File: src/rtl/core/voxel_ray_traversal_defines.svh
// assertion macros for the voxel ray traversal block
// used by modules that carry concurrent checks; clock aclk, reset aresetn
`ifndef VOXEL_RAY_TRAVERSAL_DEFINES_SVH
`define VOXEL_RAY_TRAVERSAL_DEFINES_SVH
`ifndef NO_ASSERTIONS
`define VRT_ASSERT_IMP(lbl, a, c) \
    lbl: assert property (@(posedge aclk) disable iff (!aresetn) (a) |-> (c)) \
        else $error("check failed");
`define VRT_ASSERT_NXT(lbl, a, c) \
    lbl: assert property (@(posedge aclk) disable iff (!aresetn) (a) |=> (c)) \
        else $error("check failed");
`else
`define VRT_ASSERT_IMP(lbl, a, c)
`define VRT_ASSERT_NXT(lbl, a, c)
`endif
`endif

File: src/rtl/core/vrt_pkg.sv
// shared types and constants of the voxel ray traversal block
// no dependencies
package vrt_pkg;
    localparam int CW = 31;
    localparam int QW = 46;
    localparam int NXT_W = 53;
    localparam int MAX_CELLS_DEF = 64;
    localparam int QDEPTH = 2;
    localparam logic [30:0] CELL_SIZE_RESET = 31'd4194304;
    localparam logic [31:0] MAX_DIST_RESET = 32'd655360000;
    localparam logic CFG_CELL_SIZE = 1'b0;
    localparam logic CFG_MAX_DIST = 1'b1;

    typedef struct packed {
        logic [15:0]   pos;
        logic          neg;
        logic          act;
        logic [QW-1:0] nxt;
        logic [QW-1:0] dlt;
    } axis_t;

    typedef struct packed {
        axis_t [2:0] ax;
    } ray_t;
endpackage

File: src/rtl/core/vrt_div.sv
// shared restoring divider, one quotient bit per cycle
// depends on vrt_pkg for default widths
module vrt_div #(
    parameter int DW = vrt_pkg::QW,
    parameter int VW = vrt_pkg::CW
) (
    input  logic          aclk,
    input  logic          aresetn,
    input  logic          start,
    input  logic [DW-1:0] dividend,
    input  logic [VW-1:0] divisor,
    output logic          done,
    output logic [DW-1:0] quot,
    output logic [VW-1:0] rem
);
    localparam int CNT_W = $clog2(DW + 1);

    logic [DW-1:0]    quot_reg, quot_next;
    logic [VW-1:0]    rem_reg, rem_next;
    logic [CNT_W-1:0] cnt_reg, cnt_next;
    logic             busy_reg, busy_next;
    logic             done_reg, done_next;
    logic [VW:0]      cand;

    always_comb begin
        quot_next = quot_reg;
        rem_next  = rem_reg;
        cnt_next  = cnt_reg;
        busy_next = busy_reg;
        done_next = 1'b0;
        cand      = {rem_reg, quot_reg[DW-1]};
        if (start) begin
            quot_next = dividend;
            rem_next  = '0;
            cnt_next  = '0;
            busy_next = 1'b1;
        end else if (busy_reg) begin
            if (cand >= {1'b0, divisor}) begin
                rem_next  = VW'(cand - {1'b0, divisor});
                quot_next = {quot_reg[DW-2:0], 1'b1};
            end else begin
                rem_next  = cand[VW-1:0];
                quot_next = {quot_reg[DW-2:0], 1'b0};
            end
            cnt_next = cnt_reg + 1'b1;
            if (cnt_reg == CNT_W'(DW - 1)) begin
                busy_next = 1'b0;
                done_next = 1'b1;
            end
        end
    end

    always_ff @(posedge aclk) begin
        if (!aresetn) begin
            busy_reg <= 1'b0;
            done_reg <= 1'b0;
            cnt_reg  <= '0;
        end else begin
            busy_reg <= busy_next;
            done_reg <= done_next;
            cnt_reg  <= cnt_next;
        end
        quot_reg <= quot_next;
        rem_reg  <= rem_next;
    end

    assign done = done_reg;
    assign quot = quot_reg;
    assign rem  = rem_reg;
endmodule

File: src/rtl/core/vrt_front.sv
// ray setup: start cell, first crossing and step size per axis
// depends on vrt_pkg and vrt_div
module vrt_front (
    input  logic               aclk,
    input  logic               aresetn,
    input  logic               s_valid,
    output logic               s_ready,
    input  logic [31:0]        s_origin_x,
    input  logic [31:0]        s_origin_y,
    input  logic [31:0]        s_origin_z,
    input  logic [15:0]        s_dir_x,
    input  logic [15:0]        s_dir_y,
    input  logic [15:0]        s_dir_z,
    input  logic [30:0]        csize,
    output logic               q_valid,
    input  logic               q_ready,
    output vrt_pkg::ray_t      q_data
);
    localparam logic [2:0] S_IDLE = 3'd0;
    localparam logic [2:0] S_KDIV = 3'd1;
    localparam logic [2:0] S_NDIV = 3'd2;
    localparam logic [2:0] S_DDIV = 3'd3;
    localparam logic [2:0] S_PUSH = 3'd4;
    localparam int QW = vrt_pkg::QW;
    localparam int CW = vrt_pkg::CW;

    logic [2:0]    state_reg, state_next;
    logic          go_reg, go_next;
    logic [1:0]    ax_reg, ax_next;
    logic [31:0]   o_reg [3];
    logic [15:0]   d_reg [3];
    logic [CW-1:0] c_reg;
    logic [CW-1:0] dist_reg, dist_next;
    vrt_pkg::ray_t rec_reg, rec_next;

    logic [31:0]   o_cur;
    logic [15:0]   d_cur, mag;
    logic [CW-1:0] absx, m_val;
    logic [QW-1:0] div_a;
    logic [CW-1:0] div_b;
    logic          div_done;
    logic [QW-1:0] div_q;
    logic [CW-1:0] div_r;

    vrt_div #(.DW(QW), .VW(CW)) u_div (
        .aclk(aclk), .aresetn(aresetn), .start(go_reg),
        .dividend(div_a), .divisor(div_b),
        .done(div_done), .quot(div_q), .rem(div_r)
    );

    always_comb begin
        o_cur = o_reg[ax_reg];
        d_cur = d_reg[ax_reg];
        mag   = d_cur[15] ? 16'(~d_cur + 16'd1) : d_cur;
        absx  = o_cur[31] ? ~o_cur[30:0] : o_cur[30:0];
        m_val = o_cur[31] ? CW'(c_reg - div_r - 1'b1) : div_r;
        case (state_reg)
            S_KDIV: begin
                div_a = QW'(absx);
                div_b = c_reg;
            end
            S_NDIV: begin
                div_a = {dist_reg, 15'd0};
                div_b = CW'(mag);
            end
            default: begin
                div_a = {c_reg, 15'd0};
                div_b = CW'(mag);
            end
        endcase
    end

    always_comb begin
        state_next = state_reg;
        go_next    = 1'b0;
        ax_next    = ax_reg;
        dist_next  = dist_reg;
        rec_next   = rec_reg;
        case (state_reg)
            S_IDLE: begin
                if (s_valid) begin
                    ax_next    = 2'd0;
                    state_next = S_KDIV;
                    go_next    = 1'b1;
                end
            end
            S_KDIV: begin
                if (div_done) begin
                    rec_next.ax[ax_reg].pos = o_cur[31] ? ~div_q[15:0] : div_q[15:0];
                    rec_next.ax[ax_reg].neg = d_cur[15];
                    rec_next.ax[ax_reg].act = (d_cur != 16'd0);
                    rec_next.ax[ax_reg].nxt = '0;
                    rec_next.ax[ax_reg].dlt = '0;
                    dist_next = d_cur[15] ? m_val : CW'(c_reg - m_val);
                    if (d_cur != 16'd0) begin
                        state_next = S_NDIV;
                        go_next    = 1'b1;
                    end else if (ax_reg == 2'd2) begin
                        state_next = S_PUSH;
                    end else begin
                        ax_next = ax_reg + 2'd1;
                        go_next = 1'b1;
                    end
                end
            end
            S_NDIV: begin
                if (div_done) begin
                    rec_next.ax[ax_reg].nxt = div_q;
                    state_next = S_DDIV;
                    go_next    = 1'b1;
                end
            end
            S_DDIV: begin
                if (div_done) begin
                    rec_next.ax[ax_reg].dlt = div_q;
                    if (ax_reg == 2'd2) begin
                        state_next = S_PUSH;
                    end else begin
                        ax_next    = ax_reg + 2'd1;
                        state_next = S_KDIV;
                        go_next    = 1'b1;
                    end
                end
            end
            S_PUSH: begin
                if (q_ready) begin
                    state_next = S_IDLE;
                end
            end
            default: begin
                state_next = S_IDLE;
            end
        endcase
    end

    always_ff @(posedge aclk) begin
        if (!aresetn) begin
            state_reg <= S_IDLE;
            go_reg    <= 1'b0;
        end else begin
            state_reg <= state_next;
            go_reg    <= go_next;
        end
        ax_reg   <= ax_next;
        dist_reg <= dist_next;
        rec_reg  <= rec_next;
        if (state_reg == S_IDLE && s_valid) begin
            o_reg[0] <= s_origin_x;
            o_reg[1] <= s_origin_y;
            o_reg[2] <= s_origin_z;
            d_reg[0] <= s_dir_x;
            d_reg[1] <= s_dir_y;
            d_reg[2] <= s_dir_z;
            c_reg    <= csize;
        end
    end

    assign s_ready = (state_reg == S_IDLE);
    assign q_valid = (state_reg == S_PUSH);
    assign q_data  = rec_reg;
endmodule

File: src/rtl/core/vrt_fifo.sv
// short queue of set-up rays between setup and walk
// depends on vrt_pkg
module vrt_fifo (
    input  logic          aclk,
    input  logic          aresetn,
    input  logic          wr_valid,
    output logic          wr_ready,
    input  vrt_pkg::ray_t wr_data,
    output logic          rd_valid,
    input  logic          rd_ready,
    output vrt_pkg::ray_t rd_data
);
    localparam int D = vrt_pkg::QDEPTH;
    localparam int PW = $clog2(D);
    localparam int NW = $clog2(D + 1);

    vrt_pkg::ray_t mem [D];
    logic [PW-1:0] wp_reg, rp_reg;
    logic [NW-1:0] cnt_reg;
    logic          push, pop;

    assign wr_ready = (cnt_reg != NW'(D));
    assign rd_valid = (cnt_reg != '0);
    assign push     = wr_valid && wr_ready;
    assign pop      = rd_valid && rd_ready;
    assign rd_data  = mem[rp_reg];

    always_ff @(posedge aclk) begin
        if (!aresetn) begin
            wp_reg  <= '0;
            rp_reg  <= '0;
            cnt_reg <= '0;
        end else begin
            if (push) begin
                wp_reg <= (wp_reg == PW'(D - 1)) ? '0 : wp_reg + 1'b1;
            end
            if (pop) begin
                rp_reg <= (rp_reg == PW'(D - 1)) ? '0 : rp_reg + 1'b1;
            end
            cnt_reg <= cnt_reg + NW'(push) - NW'(pop);
        end
        if (push) begin
            mem[wp_reg] <= wr_data;
        end
    end
endmodule

File: src/rtl/core/vrt_walk.sv
// grid walk: one cell per cycle, while m_ready does not stall it, from a set-up ray into the output register
// depends on vrt_pkg and the assertion macro header
`include "voxel_ray_traversal_defines.svh"
module vrt_walk #(
    parameter int MAX_CELLS = vrt_pkg::MAX_CELLS_DEF
) (
    input  logic          aclk,
    input  logic          aresetn,
    input  logic          q_valid,
    output logic          q_ready,
    input  vrt_pkg::ray_t q_data,
    input  logic [31:0]   max_dist,
    output logic          m_valid,
    input  logic          m_ready,
    output logic [15:0]   m_cell_x,
    output logic [15:0]   m_cell_y,
    output logic [15:0]   m_cell_z,
    output logic          m_last_cell,
    output logic          m_truncated
);
    localparam int NW = vrt_pkg::NXT_W;
    localparam int CNT_W = $clog2(MAX_CELLS + 1);

    logic             busy_reg;
    logic [CNT_W-1:0] cnt_reg;
    logic [15:0]      pos_reg [3];
    logic             neg_reg [3];
    logic             act_reg [3];
    logic [NW-1:0]    nxt_reg [3];
    logic [NW-1:0]    dlt_reg [3];
    logic             mv_reg, ml_reg, mt_reg;
    logic [15:0]      mx_reg, my_reg, mz_reg;

    logic             fire, lt01, lt02, lt12, inf, cont, last;
    logic [1:0]       a;
    logic [NW-1:0]    t_new;
    logic [CNT_W-1:0] n1;

    function automatic logic lt(input logic aa, input logic [NW-1:0] x,
                                input logic ab, input logic [NW-1:0] y);
        lt = aa && (!ab || (x < y));
    endfunction

    always_comb begin
        lt01  = lt(act_reg[0], nxt_reg[0], act_reg[1], nxt_reg[1]);
        lt02  = lt(act_reg[0], nxt_reg[0], act_reg[2], nxt_reg[2]);
        lt12  = lt(act_reg[1], nxt_reg[1], act_reg[2], nxt_reg[2]);
        a     = (lt01 && lt02) ? 2'd0 : (lt12 ? 2'd1 : 2'd2);
        t_new = nxt_reg[a];
        inf   = !act_reg[a];
        cont  = !inf && (t_new < NW'(max_dist));
        n1    = cnt_reg + 1'b1;
        last  = !cont || (n1 == CNT_W'(MAX_CELLS));
        fire  = busy_reg && (!mv_reg || m_ready);
    end

    assign q_ready = !busy_reg;

    always_ff @(posedge aclk) begin
        if (!aresetn) begin
            busy_reg <= 1'b0;
            mv_reg   <= 1'b0;
        end else begin
            if (q_valid && !busy_reg) begin
                busy_reg <= (max_dist != 32'd0);
            end else if (fire && last) begin
                busy_reg <= 1'b0;
            end
            if (fire) begin
                mv_reg <= 1'b1;
            end else if (m_ready) begin
                mv_reg <= 1'b0;
            end
        end
        if (q_valid && !busy_reg) begin
            cnt_reg <= '0;
            for (int i = 0; i < 3; i++) begin
                pos_reg[i] <= q_data.ax[i].pos;
                neg_reg[i] <= q_data.ax[i].neg;
                act_reg[i] <= q_data.ax[i].act;
                nxt_reg[i] <= NW'(q_data.ax[i].nxt);
                dlt_reg[i] <= NW'(q_data.ax[i].dlt);
            end
        end else if (fire) begin
            cnt_reg <= n1;
            if (!inf) begin
                pos_reg[a] <= neg_reg[a] ? pos_reg[a] - 16'd1 : pos_reg[a] + 16'd1;
                nxt_reg[a] <= nxt_reg[a] + dlt_reg[a];
            end
        end
        if (fire) begin
            mx_reg <= pos_reg[0];
            my_reg <= pos_reg[1];
            mz_reg <= pos_reg[2];
            ml_reg <= last;
            mt_reg <= cont && (n1 == CNT_W'(MAX_CELLS));
        end
    end

    assign m_valid     = mv_reg;
    assign m_cell_x    = mx_reg;
    assign m_cell_y    = my_reg;
    assign m_cell_z    = mz_reg;
    assign m_last_cell = ml_reg;
    assign m_truncated = mt_reg;

    `VRT_ASSERT_IMP(a_cnt_range, busy_reg, cnt_reg < CNT_W'(MAX_CELLS))
    `VRT_ASSERT_NXT(a_last_ends, fire && last, !busy_reg)
    `VRT_ASSERT_IMP(a_trunc_last, mv_reg && mt_reg, ml_reg)
endmodule

File: src/rtl/core/voxel_ray_traversal.sv
// voxel ray traversal: setup runs its divisions on one shared bit-serial divider,
// three divisions per axis with a nonzero direction and one otherwise
// the walk then gives one cell per cycle, while m_ready does not stall it, up to MAX_CELLS
// setup of the next ray overlaps the walk of the current one through a two-entry queue
// reset: synchronous active low, clears control state, cell size 64.0, max distance 10000.0
module voxel_ray_traversal #(
    parameter int MAX_CELLS = vrt_pkg::MAX_CELLS_DEF
) (
    input  logic        aclk,
    input  logic        aresetn,
    input  logic        cfg_we,
    input  logic        cfg_index,
    input  logic [31:0] cfg_wdata,
    input  logic        s_valid,
    output logic        s_ready,
    input  logic [31:0] s_origin_x,
    input  logic [31:0] s_origin_y,
    input  logic [31:0] s_origin_z,
    input  logic [15:0] s_dir_x,
    input  logic [15:0] s_dir_y,
    input  logic [15:0] s_dir_z,
    output logic        m_valid,
    input  logic        m_ready,
    output logic [15:0] m_cell_x,
    output logic [15:0] m_cell_y,
    output logic [15:0] m_cell_z,
    output logic        m_last_cell,
    output logic        m_truncated
);
    logic [30:0]   csize_reg, csize_eff;
    logic [31:0]   maxd_reg;
    logic          fq_valid, fq_ready, wq_valid, wq_ready;
    vrt_pkg::ray_t fq_data, wq_data;

    always_ff @(posedge aclk) begin
        if (!aresetn) begin
            csize_reg <= vrt_pkg::CELL_SIZE_RESET;
            maxd_reg  <= vrt_pkg::MAX_DIST_RESET;
        end else if (cfg_we) begin
            case (cfg_index)
                vrt_pkg::CFG_CELL_SIZE: csize_reg <= cfg_wdata[30:0];
                vrt_pkg::CFG_MAX_DIST:  maxd_reg  <= cfg_wdata;
                default: ;
            endcase
        end
    end

    assign csize_eff = (csize_reg == 31'd0) ? 31'd1 : csize_reg;

    vrt_front u_front (
        .aclk(aclk), .aresetn(aresetn),
        .s_valid(s_valid), .s_ready(s_ready),
        .s_origin_x(s_origin_x), .s_origin_y(s_origin_y), .s_origin_z(s_origin_z),
        .s_dir_x(s_dir_x), .s_dir_y(s_dir_y), .s_dir_z(s_dir_z),
        .csize(csize_eff),
        .q_valid(fq_valid), .q_ready(fq_ready), .q_data(fq_data)
    );

    vrt_fifo u_fifo (
        .aclk(aclk), .aresetn(aresetn),
        .wr_valid(fq_valid), .wr_ready(fq_ready), .wr_data(fq_data),
        .rd_valid(wq_valid), .rd_ready(wq_ready), .rd_data(wq_data)
    );

    vrt_walk #(.MAX_CELLS(MAX_CELLS)) u_walk (
        .aclk(aclk), .aresetn(aresetn),
        .q_valid(wq_valid), .q_ready(wq_ready), .q_data(wq_data),
        .max_dist(maxd_reg),
        .m_valid(m_valid), .m_ready(m_ready),
        .m_cell_x(m_cell_x), .m_cell_y(m_cell_y), .m_cell_z(m_cell_z),
        .m_last_cell(m_last_cell), .m_truncated(m_truncated)
    );
endmodule
File: config.mk
export PLATFORM = sky130hd
export DESIGN_NAME = voxel_ray_traversal
export DESIGN_NICKNAME = d
export VERILOG_FILES = /design/src/rtl/core/vrt_pkg.sv /design/src/rtl/core/vrt_div.sv /design/src/rtl/core/vrt_front.sv /design/src/rtl/core/vrt_fifo.sv /design/src/rtl/core/vrt_walk.sv /design/src/rtl/core/voxel_ray_traversal.sv
export VERILOG_INCLUDE_DIRS = /design/src /design/src/rtl/core
export SDC_FILE = /design/constraint.sdc
export NUM_CORES = 2
export LEC_CHECK = 0
export BUFFER_PORTS_ARGS = -buffer_cell sky130_fd_sc_hd__clkbuf_2
export CAP_MARGIN = 20
export CORE_UTILIZATION = 40
export CTS_CLUSTER_SIZE = 12
export DETAILED_ROUTE_END_ITERATION = 8
export GPL_TIMING_DRIVEN = 0
export MAX_ROUTING_LAYER = met4
export PLACE_DENSITY_LB_ADDON = 0.1
export SLEW_MARGIN = 20
export SYNTH_ARGS = -nofsm -noshare
export SYNTH_HDL_FRONTEND = slang
export SYNTH_SLANG_ARGS = --single-unit
File: constraint.sdc
create_clock -name aclk -period 53 [get_ports aclk]
set_clock_uncertainty 0.15 [all_clocks]
set_input_delay 15.9 -clock aclk [delete_from_list [all_inputs] [get_ports aclk]]
set_output_delay 15.9 -clock aclk [all_outputs]
set_load 0.01 [all_outputs]
==> out/results.ini <==
[synthesis]
synth_nets = 6966
synth.ff_latch_count = 1767
synth_mux_area_share_pct = 5.88
synth_adder_area_share_pct = 5.47
synth_edf_count = 1645
synth_async_sr_flop_share_pct = 0
synth.largest_area_cell = sky130_fd_sc_hd__edfxtp_1
synth.lib_cells_used.distinct = 84
netlist_top_cells_area = sky130_fd_sc_hd__edfxtp_1, sky130_fd_sc_hd__ha_1, sky130_fd_sc_hd__a21oi_1
most_frequently_used_cell_type_in_the_post_synthesis_netlist = sky130_fd_sc_hd__edfxtp_1
post_synth_instance_area_um2 = 81200
seq_area_frac_synth_pct = 63.8
combinational_family_with_the_most_area_after_synthesis = compound AO/OA/AOI/OAI gates
synthTopCellsByCount = sky130_fd_sc_hd__edfxtp_1, sky130_fd_sc_hd__nand2_1, sky130_fd_sc_hd__a21oi_1
postSynthCellCount = 6432
synth_compound_area_share_pct = 12.0
yosys.area_share.simple_pct = 7.92
dominantRegCellSynth = sky130_fd_sc_hd__edfxtp_1
synth_top_area_share_pct = 60.8
yosysWarnings = 0
syn_avg_cell_area_um2 = 12.6
synthXorXnorAreaFrac_pct = 2.29

[min_path]
min-delay-start = u_front.q_data[248]
hold_path_class = flip-flop to flip-flop
worstHoldPathCells = 0
hold_end = u_fifo.mem[0][248]

[sta]
setup_tns_ns = 0
final_min_period_over_clock_period_pct = 37.1
drv_slew = 0
max_slew.worst_pin.slew_ns = 1.18
final-hold-violation-count = 0
setup_viol = 0
relSlewSlack_pct = 21.6
rsz0062_at_grt = false
final_period_minus_worst_setup_slack_ns = 19.67
fmax_mhz = 50.8

[place]
placement.io_buffers = 232
finalWeightedCongestion = 0.917
placement.cell_area_um2 = 87100
place.detailed.instances = 9420
detailedPlacementHpwl_mm = 210

[finish]
final_standard_cell_area_without_fillers_um2 = 93200
design.final.nets = 7479
syn_to_final_growth_pct = 14.8
fraction_of_layout_cells_with_a_size_suffix_above_1_pct = 12.4
largest_register_ffs = 660
final-seq-area_um2 = 51800
stdcell_count = 9783
area_of_the_multi_input_gates_um2 = 27300
n_fill_cell = 18400

[route]
via_count = 54200
wl_mm = 275
detailedRoute.firstPassIterationCount = 6
drt_iter0_markers = 5286
drt-vias-per-instance = 5.54
wl_per_cell_um = 28.1
route.antenna.remaining_nets = 0
drc = 0

[power]
power.density_nw_per_um2 = 65.4
p_leak_nw = 33.8
max-vdd-ir-drop_mv = 0.0404

[flow_run]
max_cap_violations = 0

[setup_path]
crit_arrival_ns = 20.09
critPathSlowestCell = sky130_fd_sc_hd__clkbuf_1
path_class = input port to flip-flop
max_stage_delay_ns = 0.87
timing.critical_path.cells = clkbuf_2, nand2b_1, and2_1, clkbuf_4, nand3_1, clkbuf_2, clkbuf_1, nand2_4, buf_12, buf_12
worst-r2r-cell-count = 28
worst_r2r_startpoint = u_walk.nxt_reg[2][36]
worstReg2RegEnd = u_walk.nxt_reg[2][51]
r2r_slack_ns = 42.01
critical_path_peak_fanout = 27
cp-start-kind = input port
required_ns = 53.42
cp-end-kind = flip-flop
worst_setup_path_startpoint = m_ready

[clock_tree]
numCtsBuffers = 195
clockBufferDepth = 3
clock_input_transition_at_the_sequential_cells_of_the_worst_setup_and_hold_paths_ns = 0.06
cts_hold_fix_bufs = 0
cts_resized = 0
postCtsSetupRepairBufs = 0
tritoncts = done
clock_tree.root_cell = sky130_fd_sc_hd__clkbuf_16
numClockSinks = 1767
clock_latency_on_the_worst_skew_pair_ns = 0.84
cts.htree.levels = 4

[floorplanning]
floorplan.rows = 165
floorplan.die.width_um = 453
initial_cell_density_of_the_core_pct = 40.2
io-pin-count = 234
die_area_um2 = 205000
coreArea_um2 = 202000
die_y_um = 453

[grt]
first_global_vias = 53000
grt_antenna_before_repair = 27
gr-total-overflow = 0
grt_first_pass_wirelength_mm = 385
global_route.usage.total_pct = 27.2
grt_start_max_net_pins = 92

[run_status]
outcome = finished, final reports clean

[metrics by stage]
step	hold WS [ns]	power (mW)	worst slack [ns]	util, %
finish	0.290	6.10	33.33	46.2
global route	0.286	6.42	33.46	46.2
CTS	0.276	6.09	33.38	46.2
detailed placement	0.287	4.77	32.49	43.1
global placement	0.283	4.75	10.23	42.5
floorplan	0.276	3.71	28.45	-
[worst max-delay path, delay by kind of cell]
kind	cells	cell delay [ns]
buffers and inverters	6	2.35
AND/OR/NAND/NOR	4	1.74
[cells in the final DEF (no fill, tap or decap), drive strengths merged, types with 82 or more instances in the layout]
cell type	instances
o21ai	446
nor2	478
buf	144
edfxtp	1645
mux2	228
dfxtp	122
nor2b	82
xnor2	142
clkbuf	746
a21oi	612
a21o	136
nand2	638
inv	242
mux2i	220
ha	347
[per-layer routing]
metal,vias up,wire [µm],global-route usage [%]
met5,-,0,-
met4,0,9660,9.17
met3,409,15400,3.23
met2,1839,130000,43.5
met1,27000,120000,36.0
li1,25000,-,-
[area by class of cell]
type	count	share of cell area (%)
diodes	15	0.0403
repair buffers	316	2.54
clock inverters	109	1.16
plain buffers	335	1.43
flip-flops and latches	1767	55.6
well taps	2672	3.59
multi-input cells	4097	29.3
clock buffers	239	5.41
inverters	233	0.954
[logic make-up after synthesis]
group,after synthesis
simple gates,1483
compound gates,1602
buf+inv,568
fa+ha+maj,352
xor+xnor,212
flops,1767
mux,448
[report_power, final]
group	internal, mW	switching, mW
logic	0.977	1.93
clock network	0.742	0.580
registers	1.76	0.116
total	3.48	2.62
[worst max path at each step]
stage	endpoint	slack, ns	cells after the start
floorplan	u_fifo.mem[0][0]	28.45	4
global placement	u_fifo.mem[0][85]	10.23	4
detailed placement	u_walk.nxt_reg[0][41]	32.49	10
CTS	u_walk.nxt_reg[0][43]	33.38	10
global route	u_walk.nxt_reg[0][43]	33.46	10
finish	u_walk.nxt_reg[0][41]	33.33	10
Power figures use the tool's default switching activity.
